`config.mk`:
```
export PLATFORM = sky130hd
export DESIGN_NAME = gear_ratio_matcher_hysteresis_flat
export DESIGN_NICKNAME = d
export VERILOG_FILES = /design/src/hw/rtl/grm_pkg.sv /design/src/hw/rtl/grm_if.sv /design/src/hw/rtl/grm_mul.sv /design/src/hw/rtl/grm_div.sv /design/src/hw/rtl/gear_ratio_matcher_hysteresis.sv /design/src/flat_wrapper.sv
export SDC_FILE = /design/constraint.sdc
export NUM_CORES = 1
export LEC_CHECK = 0
export ABC_AREA = 1
export BUFFER_PORTS_ARGS = -buffer_cell sky130_fd_sc_hd__clkbuf_2
export CORE_MARGIN = 3
export CORE_UTILIZATION = 25
export DETAILED_ROUTE_END_ITERATION = 10
export GPL_TIMING_DRIVEN = 0
export REMOVE_ABC_BUFFERS = 1
export SYNTH_ARGS = -nofsm -noshare
export SYNTH_HDL_FRONTEND = slang
export SYNTH_SLANG_ARGS = --single-unit
```
`constraint.sdc`:
```
create_clock -name clk -period 29.9 [get_ports clk]
set_clock_uncertainty 0.15 [all_clocks]
set_input_delay 7.475 -clock clk [delete_from_list [all_inputs] [get_ports clk]]
set_output_delay 7.475 -clock clk [all_outputs]
set_load 0.01 [all_outputs]
```
`src/hw/rtl/grm_pkg.sv`:
```
// ----------------------------------------------------------------------------
// grm_pkg
// Shared widths, register indexes and limits for the gear ratio matcher.
// ----------------------------------------------------------------------------
package grm_pkg;

  localparam int SPEED_W    = 16;
  localparam int RPM_W      = 15;
  localparam int TIME_W     = 64;
  localparam int GEAR_W     = 4;
  localparam int RATIO_W    = 16;
  localparam int PROD_W     = 32;
  localparam int ERR_W      = 16;
  localparam int AGREE_W    = 8;
  localparam int CFG_IDX_W  = 3;
  localparam int CFG_DATA_W = 64;
  localparam int MAX_GEARS  = 8;
  localparam int LIVE_SHIFT = 14;

  typedef enum logic [CFG_IDX_W-1:0] {
    CFG_RATIO_LO  = 3'd0,
    CFG_RATIO_HI  = 3'd1,
    CFG_MIN_SPEED = 3'd2,
    CFG_MIN_RPM   = 3'd3,
    CFG_THRESHOLD = 3'd4,
    CFG_HYST      = 3'd5
  } cfg_idx_t;

  localparam logic [CFG_DATA_W-1:0] RST_RATIO     = '0;
  localparam logic [SPEED_W-1:0]    RST_MIN_SPEED = 16'd320;
  localparam logic [RPM_W-1:0]      RST_MIN_RPM   = 15'd800;
  localparam logic [ERR_W-1:0]      RST_THRESHOLD = 16'd6554;
  localparam logic [AGREE_W-1:0]    RST_HYST      = 8'd3;
  localparam logic [AGREE_W-1:0]    AGREE_MAX     = '1;

endpackage

```
`src/hw/rtl/grm_if.sv`:
```
// ----------------------------------------------------------------------------
// grm_if
// Valid/ready channels for sample requests and gear estimate results.
// ----------------------------------------------------------------------------
interface grm_in_if import grm_pkg::*; ();
  logic               valid;
  logic               ready;
  logic [SPEED_W-1:0] speed_raw;
  logic [RPM_W-1:0]   engine_rpm;
  logic [TIME_W-1:0]  now_us;

  modport source (output valid, output speed_raw, output engine_rpm, output now_us,
                  input ready);
  modport sink   (input valid, input speed_raw, input engine_rpm, input now_us,
                  output ready);
endinterface

interface grm_out_if import grm_pkg::*; ();
  logic              valid;
  logic              ready;
  logic [GEAR_W-1:0] gear_out;
  logic              gear_ok;
  logic [TIME_W-1:0] change_time_us;

  modport source (output valid, output gear_out, output gear_ok, output change_time_us,
                  input ready);
  modport sink   (input valid, input gear_out, input gear_ok, input change_time_us,
                  output ready);
endinterface

```
`src/hw/rtl/grm_mul.sv`:
```
// ----------------------------------------------------------------------------
// grm_mul
// Bit-serial shift-add multiplier, one multiplier bit per cycle.
// ----------------------------------------------------------------------------
module grm_mul import grm_pkg::*; (
  input  logic               clk,
  input  logic               rst_n,
  input  logic               start,
  input  logic [RATIO_W-1:0] mcand,
  input  logic [SPEED_W-1:0] mplier,
  output logic               done,
  output logic [PROD_W-1:0]  prod
);

  localparam int CNT_W = $clog2(SPEED_W);

  logic               busy_r,   busy_nxt;
  logic               done_r,   done_nxt;
  logic [CNT_W-1:0]   cnt_r,    cnt_nxt;
  logic [PROD_W-1:0]  acc_r,    acc_nxt;
  logic [PROD_W-1:0]  mcand_r,  mcand_nxt;
  logic [SPEED_W-1:0] mplier_r, mplier_nxt;

  always_comb begin
    busy_nxt   = busy_r;
    done_nxt   = 1'b0;
    cnt_nxt    = cnt_r;
    acc_nxt    = acc_r;
    mcand_nxt  = mcand_r;
    mplier_nxt = mplier_r;
    if (start) begin
      busy_nxt   = 1'b1;
      cnt_nxt    = '0;
      acc_nxt    = '0;
      mcand_nxt  = PROD_W'(mcand);
      mplier_nxt = mplier;
    end else if (busy_r) begin
      acc_nxt    = acc_r + (mplier_r[0] ? mcand_r : '0);
      mcand_nxt  = {mcand_r[PROD_W-2:0], 1'b0};
      mplier_nxt = {1'b0, mplier_r[SPEED_W-1:1]};
      cnt_nxt    = cnt_r + 1'b1;
      if (cnt_r == CNT_W'(SPEED_W - 1)) begin
        busy_nxt = 1'b0;
        done_nxt = 1'b1;
      end
    end
  end

  always_ff @(posedge clk) begin
    if (!rst_n) begin
      busy_r <= 1'b0;
      done_r <= 1'b0;
      cnt_r  <= '0;
    end else begin
      busy_r <= busy_nxt;
      done_r <= done_nxt;
      cnt_r  <= cnt_nxt;
    end
    acc_r    <= acc_nxt;
    mcand_r  <= mcand_nxt;
    mplier_r <= mplier_nxt;
  end

  assign done = done_r;
  assign prod = acc_r;

endmodule

```
`src/hw/rtl/grm_div.sv`:
```
// ----------------------------------------------------------------------------
// grm_div
// Restoring divider producing a Q0.16 fraction num/den, one bit per cycle.
// Requires num < den.
// ----------------------------------------------------------------------------
module grm_div import grm_pkg::*; (
  input  logic              clk,
  input  logic              rst_n,
  input  logic              start,
  input  logic [PROD_W-1:0] num,
  input  logic [PROD_W-1:0] den,
  output logic              done,
  output logic [ERR_W-1:0]  quo
);

  localparam int CNT_W = $clog2(ERR_W);

  logic              busy_r, busy_nxt;
  logic              done_r, done_nxt;
  logic [CNT_W-1:0]  cnt_r,  cnt_nxt;
  logic [PROD_W-1:0] rem_r,  rem_nxt;
  logic [PROD_W-1:0] den_r,  den_nxt;
  logic [ERR_W-1:0]  quo_r,  quo_nxt;
  logic [PROD_W:0]   shifted;
  logic              fits;

  always_comb begin
    shifted  = {rem_r, 1'b0};
    fits     = shifted >= {1'b0, den_r};
    busy_nxt = busy_r;
    done_nxt = 1'b0;
    cnt_nxt  = cnt_r;
    rem_nxt  = rem_r;
    den_nxt  = den_r;
    quo_nxt  = quo_r;
    if (start) begin
      busy_nxt = 1'b1;
      cnt_nxt  = '0;
      rem_nxt  = num;
      den_nxt  = den;
      quo_nxt  = '0;
    end else if (busy_r) begin
      rem_nxt = fits ? PROD_W'(shifted - {1'b0, den_r}) : shifted[PROD_W-1:0];
      quo_nxt = {quo_r[ERR_W-2:0], fits};
      cnt_nxt = cnt_r + 1'b1;
      if (cnt_r == CNT_W'(ERR_W - 1)) begin
        busy_nxt = 1'b0;
        done_nxt = 1'b1;
      end
    end
  end

  always_ff @(posedge clk) begin
    if (!rst_n) begin
      busy_r <= 1'b0;
      done_r <= 1'b0;
      cnt_r  <= '0;
    end else begin
      busy_r <= busy_nxt;
      done_r <= done_nxt;
      cnt_r  <= cnt_nxt;
    end
    rem_r <= rem_nxt;
    den_r <= den_nxt;
    quo_r <= quo_nxt;
  end

  assign done = done_r;
  assign quo  = quo_r;

endmodule

```
`src/hw/rtl/gear_ratio_matcher_hysteresis.sv`:
```
// ----------------------------------------------------------------------------
// gear_ratio_matcher_hysteresis
// Gear estimator: matches live rpm/speed against per-gear Q8.8 ratios and
// adopts a gear after a configurable run of equal winners.
// ----------------------------------------------------------------------------
// One sample is handled at a time. A sample below the speed or rpm floor goes
// straight to the output state. Otherwise each calibrated gear (nonzero ratio,
// up to NUM_GEARS) runs the bit-serial multiplier for ratio*speed and the
// bit-serial divider for the relative error; a gear whose error is at least
// 1.0 skips the divider, and an uncalibrated gear is skipped. A new sample is
// taken while the last result still waits in the output register.
// ----------------------------------------------------------------------------
module gear_ratio_matcher_hysteresis import grm_pkg::*; #(
  parameter int NUM_GEARS = 6
) (
  input  logic                  clk,
  input  logic                  rst_n,
  input  logic                  cfg_we,
  input  logic [CFG_IDX_W-1:0]  cfg_index,
  input  logic [CFG_DATA_W-1:0] cfg_data,
  grm_in_if.sink                in_ch,
  grm_out_if.source             out_ch
);

  localparam logic [GEAR_W-1:0] LastGear = GEAR_W'(NUM_GEARS);

  typedef enum logic [2:0] {
    S_IDLE, S_SEL, S_MUL, S_DIFF, S_CHK, S_DIV, S_DECIDE, S_OUT
  } state_t;

  state_t state_r;

  // configuration
  logic [CFG_DATA_W-1:0] ratio_lo_r, ratio_hi_r;
  logic [SPEED_W-1:0]    min_speed_r;
  logic [RPM_W-1:0]      min_rpm_r;
  logic [ERR_W-1:0]      threshold_r;
  logic [AGREE_W-1:0]    hyst_r;

  // estimator state
  logic [GEAR_W-1:0]  cur_gear_r;
  logic               cur_valid_r;
  logic [TIME_W-1:0]  stamp_r;
  logic [AGREE_W-1:0] agree_r;
  logic [GEAR_W-1:0]  last_win_r;

  // per-sample work
  logic [SPEED_W-1:0] speed_r;
  logic [RPM_W-1:0]   rpm_r;
  logic [TIME_W-1:0]  now_r;
  logic [GEAR_W-1:0]  gear_r;
  logic [GEAR_W-1:0]  best_r;
  logic [ERR_W-1:0]   best_err_r;
  logic [PROD_W-1:0]  ref_r;
  logic [PROD_W-1:0]  diff_r, diff_nxt;
  logic               mul_start_r, div_start_r;

  // result register
  logic               out_valid_r;
  logic [GEAR_W-1:0]  out_gear_r;
  logic               out_ok_r;
  logic [TIME_W-1:0]  out_time_r;

  logic [MAX_GEARS-1:0][RATIO_W-1:0] ratios;
  logic [GEAR_W-1:0]  gidx;
  logic [RATIO_W-1:0] ratio_sel;
  logic               mul_done, div_done;
  logic [PROD_W-1:0]  mul_prod;
  logic [ERR_W-1:0]   div_quo;
  logic [PROD_W-1:0]  live;
  logic               below_min;
  logic               in_fire;
  logic               same_win;
  logic [AGREE_W-1:0] agree_nxt;
  logic [GEAR_W-1:0]  last_win_nxt;

  assign ratios    = {ratio_hi_r, ratio_lo_r};
  assign gidx      = gear_r - 1'b1;
  assign ratio_sel = ratios[gidx[2:0]];
  assign live      = PROD_W'({rpm_r, LIVE_SHIFT'(0)});
  assign in_fire   = in_ch.valid && in_ch.ready;
  assign below_min = (in_ch.speed_raw == '0) || (in_ch.speed_raw < min_speed_r) ||
                     (in_ch.engine_rpm < min_rpm_r);

  always_comb begin
    diff_nxt = (live >= ref_r) ? (live - ref_r) : (ref_r - live);
  end

  always_comb begin
    same_win = (best_r != '0) && (best_r == last_win_r);
    if (same_win) begin
      agree_nxt    = (agree_r == AGREE_MAX) ? agree_r : agree_r + 1'b1;
      last_win_nxt = last_win_r;
    end else begin
      agree_nxt    = AGREE_W'(1);
      last_win_nxt = best_r;
    end
  end

  grm_mul u_mul (
    .clk    (clk),
    .rst_n  (rst_n),
    .start  (mul_start_r),
    .mcand  (ratio_sel),
    .mplier (speed_r),
    .done   (mul_done),
    .prod   (mul_prod)
  );

  grm_div u_div (
    .clk   (clk),
    .rst_n (rst_n),
    .start (div_start_r),
    .num   (diff_r),
    .den   (ref_r),
    .done  (div_done),
    .quo   (div_quo)
  );

  // configuration writes
  always_ff @(posedge clk) begin
    if (!rst_n) begin
      ratio_lo_r  <= RST_RATIO;
      ratio_hi_r  <= RST_RATIO;
      min_speed_r <= RST_MIN_SPEED;
      min_rpm_r   <= RST_MIN_RPM;
      threshold_r <= RST_THRESHOLD;
      hyst_r      <= RST_HYST;
    end else if (cfg_we) begin
      case (cfg_index)
        CFG_RATIO_LO:  ratio_lo_r  <= cfg_data;
        CFG_RATIO_HI:  ratio_hi_r  <= cfg_data;
        CFG_MIN_SPEED: min_speed_r <= cfg_data[SPEED_W-1:0];
        CFG_MIN_RPM:   min_rpm_r   <= cfg_data[RPM_W-1:0];
        CFG_THRESHOLD: threshold_r <= cfg_data[ERR_W-1:0];
        CFG_HYST:      hyst_r      <= cfg_data[AGREE_W-1:0];
        default: ;
      endcase
    end
  end

  always_ff @(posedge clk) begin
    if (!rst_n) begin
      state_r     <= S_IDLE;
      cur_gear_r  <= '0;
      cur_valid_r <= 1'b0;
      stamp_r     <= '0;
      agree_r     <= '0;
      last_win_r  <= '0;
      mul_start_r <= 1'b0;
      div_start_r <= 1'b0;
      out_valid_r <= 1'b0;
    end else begin
      mul_start_r <= 1'b0;
      div_start_r <= 1'b0;
      if (out_valid_r && out_ch.ready && state_r != S_OUT) begin
        out_valid_r <= 1'b0;
      end
      case (state_r)
        S_IDLE: begin
          if (in_fire) begin
            speed_r    <= in_ch.speed_raw;
            rpm_r      <= in_ch.engine_rpm;
            now_r      <= in_ch.now_us;
            gear_r     <= GEAR_W'(1);
            best_r     <= '0;
            best_err_r <= threshold_r;
            if (below_min) begin
              if (cur_gear_r != '0) begin
                cur_gear_r  <= '0;
                cur_valid_r <= 1'b0;
                stamp_r     <= in_ch.now_us;
                agree_r     <= '0;
                last_win_r  <= '0;
              end
              state_r <= S_OUT;
            end else begin
              state_r <= S_SEL;
            end
          end
        end
        S_SEL: begin
          if (gear_r > LastGear) begin
            state_r <= S_DECIDE;
          end else if (ratio_sel == '0) begin
            gear_r <= gear_r + 1'b1;
          end else begin
            mul_start_r <= 1'b1;
            state_r     <= S_MUL;
          end
        end
        S_MUL: begin
          if (mul_done) begin
            ref_r   <= mul_prod;
            state_r <= S_DIFF;
          end
        end
        S_DIFF: begin
          diff_r  <= diff_nxt;
          state_r <= S_CHK;
        end
        S_CHK: begin
          if (diff_r >= ref_r) begin
            gear_r  <= gear_r + 1'b1;
            state_r <= S_SEL;
          end else begin
            div_start_r <= 1'b1;
            state_r     <= S_DIV;
          end
        end
        S_DIV: begin
          if (div_done) begin
            if (div_quo < best_err_r) begin
              best_err_r <= div_quo;
              best_r     <= gear_r;
            end
            gear_r  <= gear_r + 1'b1;
            state_r <= S_SEL;
          end
        end
        S_DECIDE: begin
          agree_r    <= agree_nxt;
          last_win_r <= last_win_nxt;
          if (best_r != '0 && agree_nxt >= hyst_r) begin
            if (cur_gear_r != best_r) begin
              cur_gear_r  <= best_r;
              cur_valid_r <= 1'b1;
              stamp_r     <= now_r;
            end
          end else if (best_r == '0 && cur_gear_r != '0) begin
            cur_gear_r  <= '0;
            cur_valid_r <= 1'b0;
            stamp_r     <= now_r;
          end
          state_r <= S_OUT;
        end
        S_OUT: begin
          if (!out_valid_r || out_ch.ready) begin
            out_valid_r <= 1'b1;
            out_gear_r  <= cur_gear_r;
            out_ok_r    <= cur_valid_r;
            out_time_r  <= stamp_r;
            state_r     <= S_IDLE;
          end
        end
        default: state_r <= S_IDLE;
      endcase
    end
  end

  assign in_ch.ready           = (state_r == S_IDLE);
  assign out_ch.valid          = out_valid_r;
  assign out_ch.gear_out       = out_gear_r;
  assign out_ch.gear_ok        = out_ok_r;
  assign out_ch.change_time_us = out_time_r;

  a_ok_matches_gear: assert property (@(posedge clk) disable iff (!rst_n)
    out_ch.valid |-> (out_ch.gear_ok == (out_ch.gear_out != '0)))
    else $error("gear_ok disagrees with gear_out");

  a_gear_in_range: assert property (@(posedge clk) disable iff (!rst_n)
    cur_gear_r <= LastGear)
    else $error("current gear beyond configured gear count");

  a_mul_done_in_mul: assert property (@(posedge clk) disable iff (!rst_n)
    mul_done |-> (state_r == S_MUL))
    else $error("multiplier finished outside its wait state");

  a_div_done_in_div: assert property (@(posedge clk) disable iff (!rst_n)
    div_done |-> (state_r == S_DIV))
    else $error("divider finished outside its wait state");

  a_div_start_fits: assert property (@(posedge clk) disable iff (!rst_n)
    div_start_r |-> (diff_r < ref_r))
    else $error("division started with quotient overflow");

endmodule

```
`src/flat_wrapper.sv`:
```
// flat-port wrapper written by rule: the top's interface ports become plain ports
module gear_ratio_matcher_hysteresis_flat import grm_pkg::*;
#(
  parameter int NUM_GEARS = 6
)
  (clk, rst_n, cfg_we, cfg_index, cfg_data, in_ch_valid, in_ch_speed_raw, in_ch_engine_rpm, in_ch_now_us, in_ch_ready, out_ch_valid, out_ch_gear_out, out_ch_gear_ok, out_ch_change_time_us, out_ch_ready);
  grm_in_if in_ch_i ();
  grm_out_if out_ch_i ();
  input  logic clk;
  input  logic rst_n;
  input  logic cfg_we;
  input  logic [CFG_IDX_W-1:0] cfg_index;
  input  logic [CFG_DATA_W-1:0] cfg_data;
  input wire logic [$bits(in_ch_i.valid)-1:0] in_ch_valid;
  input wire logic [$bits(in_ch_i.speed_raw)-1:0] in_ch_speed_raw;
  input wire logic [$bits(in_ch_i.engine_rpm)-1:0] in_ch_engine_rpm;
  input wire logic [$bits(in_ch_i.now_us)-1:0] in_ch_now_us;
  output wire logic [$bits(in_ch_i.ready)-1:0] in_ch_ready;
  output wire logic [$bits(out_ch_i.valid)-1:0] out_ch_valid;
  output wire logic [$bits(out_ch_i.gear_out)-1:0] out_ch_gear_out;
  output wire logic [$bits(out_ch_i.gear_ok)-1:0] out_ch_gear_ok;
  output wire logic [$bits(out_ch_i.change_time_us)-1:0] out_ch_change_time_us;
  input wire logic [$bits(out_ch_i.ready)-1:0] out_ch_ready;
  assign in_ch_i.valid = in_ch_valid;
  assign in_ch_i.speed_raw = in_ch_speed_raw;
  assign in_ch_i.engine_rpm = in_ch_engine_rpm;
  assign in_ch_i.now_us = in_ch_now_us;
  assign in_ch_ready = in_ch_i.ready;
  assign out_ch_valid = out_ch_i.valid;
  assign out_ch_gear_out = out_ch_i.gear_out;
  assign out_ch_gear_ok = out_ch_i.gear_ok;
  assign out_ch_change_time_us = out_ch_i.change_time_us;
  assign out_ch_i.ready = out_ch_ready;
  gear_ratio_matcher_hysteresis #(.NUM_GEARS(NUM_GEARS)) u_core (.clk(clk), .rst_n(rst_n), .cfg_we(cfg_we), .cfg_index(cfg_index), .cfg_data(cfg_data), .in_ch(in_ch_i), .out_ch(out_ch_i));
endmodule
```
Word level (Yosys, flattened, before mapping)
Cells that the tools add are included.
Storage, ports and cells
  latch bits: 0
  output and inout bits: 71
  bits of input ports: 167
  bits in writable memories: 0
  memories kept: 0
  bits in registers: 694
  ROM bits: 0
Cells by class
  divide/modulo/power cells: 0
  reductions and logical operators: 44
  $add $sub $neg: 9
  $mul: 0
  shift operators: 0
  bitwise gates (word level): 4
  multiplexer cells: 76
  equality and inequality tests: 32
  order comparisons: 9
Operator list (count)
  $mux 64: 6
  $mux 32: 5
  $mux 16: 8
  $pmux 64 s2: 1
  $mux 4: 15
  $bmux 16 s3: 1
  $mux 8: 5
  $ge 33x32->1: 1
  $add 32x32->32: 1
  $ge 29x32->1: 1
  $ge 32x32->1: 1
  $logic_not 16->1: 2
  $lt 16x16->1: 2
  $pmux 16 s2: 1
  $sub 29x32->32: 1
  $sub 32x29->32: 1
  $sub 32x32->32: 1
  $mux 3: 8
  $pmux 3 s8: 1
  $pmux 4 s2: 3
  $mux 1: 19
  $eq 3x3->1 const B: 6
  $pmux 4 s4: 1
  $pmux 8 s2: 1
  35 further kinds: 82

Logic depth before layout (Yosys ltp)
  depth after elaboration: 7
  gate-level depth with buffers: 26

Cells and area by module
A second synthesis with hierarchy kept.
Second synthesis, totals
  cells, all modules: 4811
  area total of the unflattened synthesis: 36810.3 um2
Modules (own cells, without submodules)
  gear_ratio_matcher_hysteresis: seq. area each 12972.4 um2, instances 1, cells each 2991, area an instance 24608.6 um2
  grm_div: seq. area each 2362.3 um2, instances 1, cells each 903, area an instance 6289.8 um2
  grm_mul: seq. area each 2042.0 um2, instances 1, cells each 917, area an instance 5911.9 um2

Worst setup path before layout
No wires, ideal clock.
  path type: input port to flip-flop
  from: input port rst_n
  to: register u_core.now_r[0], enable pin
  library setup time: 0.665 ns
  arrival time: 14.446 ns
  stages on the path: 4
  slack: 14.639 ns
  cells stage by stage: clkbuf_1 -> inv_1 -> clkbuf_1 -> nor3_1
Between the ends
  word-level cells in the longest chain between the ends: 1
Ends and longest elaborated chain
  start: declaration: RTL line flat_wrapper.sv:10  | input logic rst_n;
  $reduce_and 3->1 (no source line)
  end signal: assignment: RTL line gear_ratio_matcher_hysteresis.sv:164  | now_r <= in_ch.now_us;
  end: declaration: RTL line gear_ratio_matcher_hysteresis.sv:50  | logic [TIME_W-1:0] now_r;
Every way passes these cells.
A chain may end at the register's enable or synchronous reset.

Worst setup path after layout
  from: input port rst_n
  to: register u_core.now_r[32], enable pin
The elaborated chain is that of the path after synthesis.

==> reports/results.txt <==
For the met1 demand-to-capacity share in global routing, the log shows 18.5%. For this run, global-route usage on met2 was measured as 21.6%. The synthesized area divided by synthesized cell count is 7.99 um^2. Setup repair after global routing left no endpoint under its margin. Data arrival time of the critical path: 10.68 ns. At the end of the flow, the number of nets in the layout was 4958. The run gives 0 as the number of pins exceeding their max-slew limit in the final report. The worst setup path is launched from an input port. The tools report the number of levels in the clock H-tree as 3.

From synthesis to final layout, the design area changed by 18.0%. In this run the critical register-to-register path is launched from u_core.gear_r[0]. The clock edge transition at the registers on the reported setup and hold paths is 0.06 ns. In this run the remaining antenna-violating nets after routing total 0. In the routed layout, each cell is associated on average with a via count of 4.43. The count of max-cap constraint violations is 0. TritonCTS created 82 clock buffers. After global routing the overflow that remains totals 0.

The peak-usage layer in the global routing report is met2. The maximum buffer depth of the clock tree was 3. The floorplan step set the die height to 382 um.

The run gives 27400 as the number of global-route vias before repair. In the post-synthesis netlist, the biggest area contributors are sky130_fd_sc_hd__edfxtp_1 30%, sky130_fd_sc_hd__dfxtp_1 20%, sky130_fd_sc_hd__nand2_1 12%. In this run the power density over the cells is 79.0 nW/um^2. At the pin with the least slew margin, the transition time is 1.32 ns. The share of final-layout standard cells stronger than drive strength 1 came out at 9.60%. Data on the critical path is required at its endpoint by 30.10 ns. The min-delay analysis places its worst path in the category flip-flop to flip-flop.

Sequential elements use 49.1% of the synthesized area. The worst register-to-register path ends at u_core.gear_r[3]. After detailed routing, the average wire length per cell comes to 15.6 um. The post-route DRC violation count is 0, and the distinct cell type count after synthesis is 57.

Detailed routing inserted a total of 29000 vias. Number of antenna violations at the first check in global routing: 18. Buffers inserted to repair hold after CTS numbered 0.

The number of placed instances, taps included, is 6396. The most used flip-flop cell after synthesis is sky130_fd_sc_hd__edfxtp_1. For this block, the routed nets add up to 103 mm of wire. The area enclosed by the die boundary was 146000 um^2. Measured along the x axis, the die boundary spans 382 um. In this run the clock root is driven by a sky130_fd_sc_hd__clkbuf_16. Fill cells in the final layout number 15000. Post-synthesis sequential element count: 694. The instance count along the most critical hold path works out to 0. The worst-case IR drop observed on VDD is 0.0490 mV.

The library cells used most frequently in the layout, excluding fill and tap cells, are 1145 x sky130_fd_sc_hd__nand2_1, 560 x sky130_fd_sc_hd__inv_1, 508 x sky130_fd_sc_hd__nor2_1. The number of sinks driven by the clock tree was 694; the DRC marker count from the first detailed-route iteration was 2304. In this run the register-to-register setup slack is 24.50 ns. The initialized floorplan defines 137 standard-cell rows. Port buffering added 237 buffers. In this run the post-CTS setup repair buffer count came out at 0.

For this run, the total global-route usage over all layers was measured as 13.6%. The final non-filler cell total came out at 6561. The cell taking the most area after synthesis is sky130_fd_sc_hd__edfxtp_1. The met3 track utilization from global routing is 3.30%, and the count of synthesis-stage warnings from yosys is 0. Of all flip-flops after synthesis, the portion carrying an async set or reset was 0%.

The largest net degree at the start of global routing is 122, and the shortest clock period the worst path allows after layout is 10.48 ns. The end point of the worst hold path is u_core.out_ch.change_time_us[52]. The run gives 0 as the quantity of gates resized following cts. Setup violations remaining at the end of the flow were counted as 0.

Portion of the clock cycle consumed by the worst path in the final layout: 35.0%. The initial utilization of the core area, before any placement, comes to 25.2%. The run gives 18.3 nW as the leakage component of the power.

The number of optimization iterations in the first detailed-route pass is 5, and the share of Yosys cell area claimed by the top area cell type is 29.6%. The mapped cell area was 35400 um^2; the I/O pin count was 238. The flow ran to the end, and the final reports show no timing, DRC or antenna violations.

Synthesis produced a netlist whose cell count is 4423. The half-perimeter wire length after placement was 75.2 mm; the later-pin clock latency in the skew report was 0.67 ns. STA classifies the critical path endpoint as a flip-flop. For the count of final hold-check violations, the log shows 0. The worst setup path is of the input port to flip-flop kind. Derived from the worst setup path, the maximum achievable clock frequency is 95.4 MHz. Setup total negative slack on the finished layout was measured at 0 ns. In this run, synthesis inferred 348 flip-flops with an integrated enable. For the worst flop-to-flop path, the logic depth is 17. The startpoint identified for the worst hold timing path is u_core.stamp_r[52]. Measured against its own limit, the worst slew margin works out to 11.8%. The core region is 140000 um^2. The tools report the weighted congestion at the end of routability-driven global placement as 0.895.

TritonCTS built the clock tree. The maximum fanout along the worst path works out to 110. The first global-routing pass estimated 158 mm of wire. Most common cell after layout, fill and taps aside: sky130_fd_sc_hd__nand2_1.
layer usage:
layer	part of all wire [%]	routed length, um
met3	7.4	7570
met5	0.074	76
met1	46	47000
met4	2.3	2350
met2	44	45600
through the flow:
stage               util, %  worst slack (ns)  total power, W  hold slack [ns]  instance area, um^2
floorplan                 -             14.89         0.00193            0.258                34600
global placement       27.2              3.48         0.00223            0.261                38100
detailed placement     27.7             18.75         0.00223            0.263                38800
CTS                    29.8             19.44         0.00332            0.267                41700
global route           29.8             19.31         0.00351            0.276                41700
finish                 29.8             19.42         0.00329            0.276                41700
report_power, final:
group	internal (W)	switching [W]	total, W
combinational	0.000321	0.000627	0.000948
clock	0.000633	0.000433	0.00107
sequential	0.00119	0.0000927	0.00128
total	0.00214	0.00115	0.00329
state kept, by name (all words and copies together), names as in the netlist, 8 cells and up:
name,cells
u_core.ref_r,32
u_core.min_rpm_r,15
u_core.diff_r,32
u_core.u_div.den_r,32
u_core.hyst_r,8
u_core.u_mul.mcand_r,32
u_core.agree_r,8
u_core.out_ch.change_time_us,64
u_core.ratio_hi_r,64
u_core.min_speed_r,16
u_core.threshold_r,16
u_core.u_div.rem_r,32
u_core.ratio_lo_r,64
u_core.speed_r,16
u_core.stamp_r,64
u_core.u_mul.prod,32
u_core.best_err_r,16
u_core.u_mul.mplier_r,16
u_core.rpm_r,15
u_core.u_div.quo,16
u_core.now_r,64
synth_stat cells, types with 3 or more instances:
cell,n
sky130_fd_sc_hd__fa_1,3
sky130_fd_sc_hd__o21ai_0,326
sky130_fd_sc_hd__buf_6,16
sky130_fd_sc_hd__a21o_1,6
sky130_fd_sc_hd__nor2_1,514
sky130_fd_sc_hd__nand4_1,30
sky130_fd_sc_hd__o31ai_1,3
sky130_fd_sc_hd__a211oi_1,3
sky130_fd_sc_hd__edfxtp_1,348
sky130_fd_sc_hd__o21bai_1,11
sky130_fd_sc_hd__dfxtp_1,346
sky130_fd_sc_hd__o211ai_1,8
sky130_fd_sc_hd__clkinv_1,5
sky130_fd_sc_hd__o21a_1,11
sky130_fd_sc_hd__nor3_1,35
sky130_fd_sc_hd__buf_2,24
sky130_fd_sc_hd__nand2_2,3
sky130_fd_sc_hd__a31oi_1,7
sky130_fd_sc_hd__a21oi_1,306
sky130_fd_sc_hd__clkbuf_1,111
sky130_fd_sc_hd__nand2_1,1145
sky130_fd_sc_hd__buf_1,17
sky130_fd_sc_hd__inv_2,9
sky130_fd_sc_hd__a21boi_0,4
sky130_fd_sc_hd__xnor2_1,27
sky130_fd_sc_hd__xor2_1,56
sky130_fd_sc_hd__nor4_1,10
sky130_fd_sc_hd__inv_1,561
sky130_fd_sc_hd__nand3b_1,36
sky130_fd_sc_hd__nand3_1,191
sky130_fd_sc_hd__o21ai_1,3
sky130_fd_sc_hd__ha_1,183
sky130_fd_sc_hd__o22ai_1,32
sky130_fd_sc_hd__or2_2,5
layout make-up:
cell class	count	area (um^2)	share of cell area, %
Tap cell	1876	2350	5.63
Clock inverter	47	676	1.62
Antenna cell	10	25.0	0.0600
Sequential cell	694	17400	41.7
Clock buffer	107	2240	5.36
Timing Repair Buffer	269	1800	4.32
Inverter	575	2170	5.20
Multi-Input combinational cell	2983	15100	36.2
worst max-delay path, stage by stage:
cell and delay, ns:
sky130_fd_sc_hd__clkbuf_8 0.27, sky130_fd_sc_hd__buf_16 0.36, sky130_fd_sc_hd__inv_1 0.56, sky130_fd_sc_hd__nor3_2 0.96, sky130_fd_sc_hd__buf_6 0.27, sky130_fd_sc_hd__buf_6 0.17
sky130_fd_sc_hd__buf_6 0.16, sky130_fd_sc_hd__buf_6 0.16, sky130_fd_sc_hd__buf_6 0.17
cells by family after synthesis:
family,Yosys count,share of synthesized area (%)
buf+inv,746,8.37
xor+xnor,85,2.15
simple gates,1977,22.6
compound gates,735,11.0
fa+ha+maj,186,6.65
flops,694,49.1
worst max-delay path by stage:
| stage | from | end | slack, ns | depth (start not counted) |
|---|---|---|---|---|
| final | rst_n | u_core.now_r[32] | 19.42 | 9 |
| after global routing | rst_n | u_core.now_r[52] | 19.31 | 9 |
| after CTS | rst_n | u_core.now_r[62] | 19.44 | 9 |
| after detailed placement | rst_n | u_core.now_r[10] | 18.75 | 9 |
| after global placement | rst_n | u_core.rpm_r[13] | 3.48 | 3 |
| after floorplan | rst_n | u_core.now_r[0] | 14.89 | 2 |
Power figures use the tool's default switching activity.
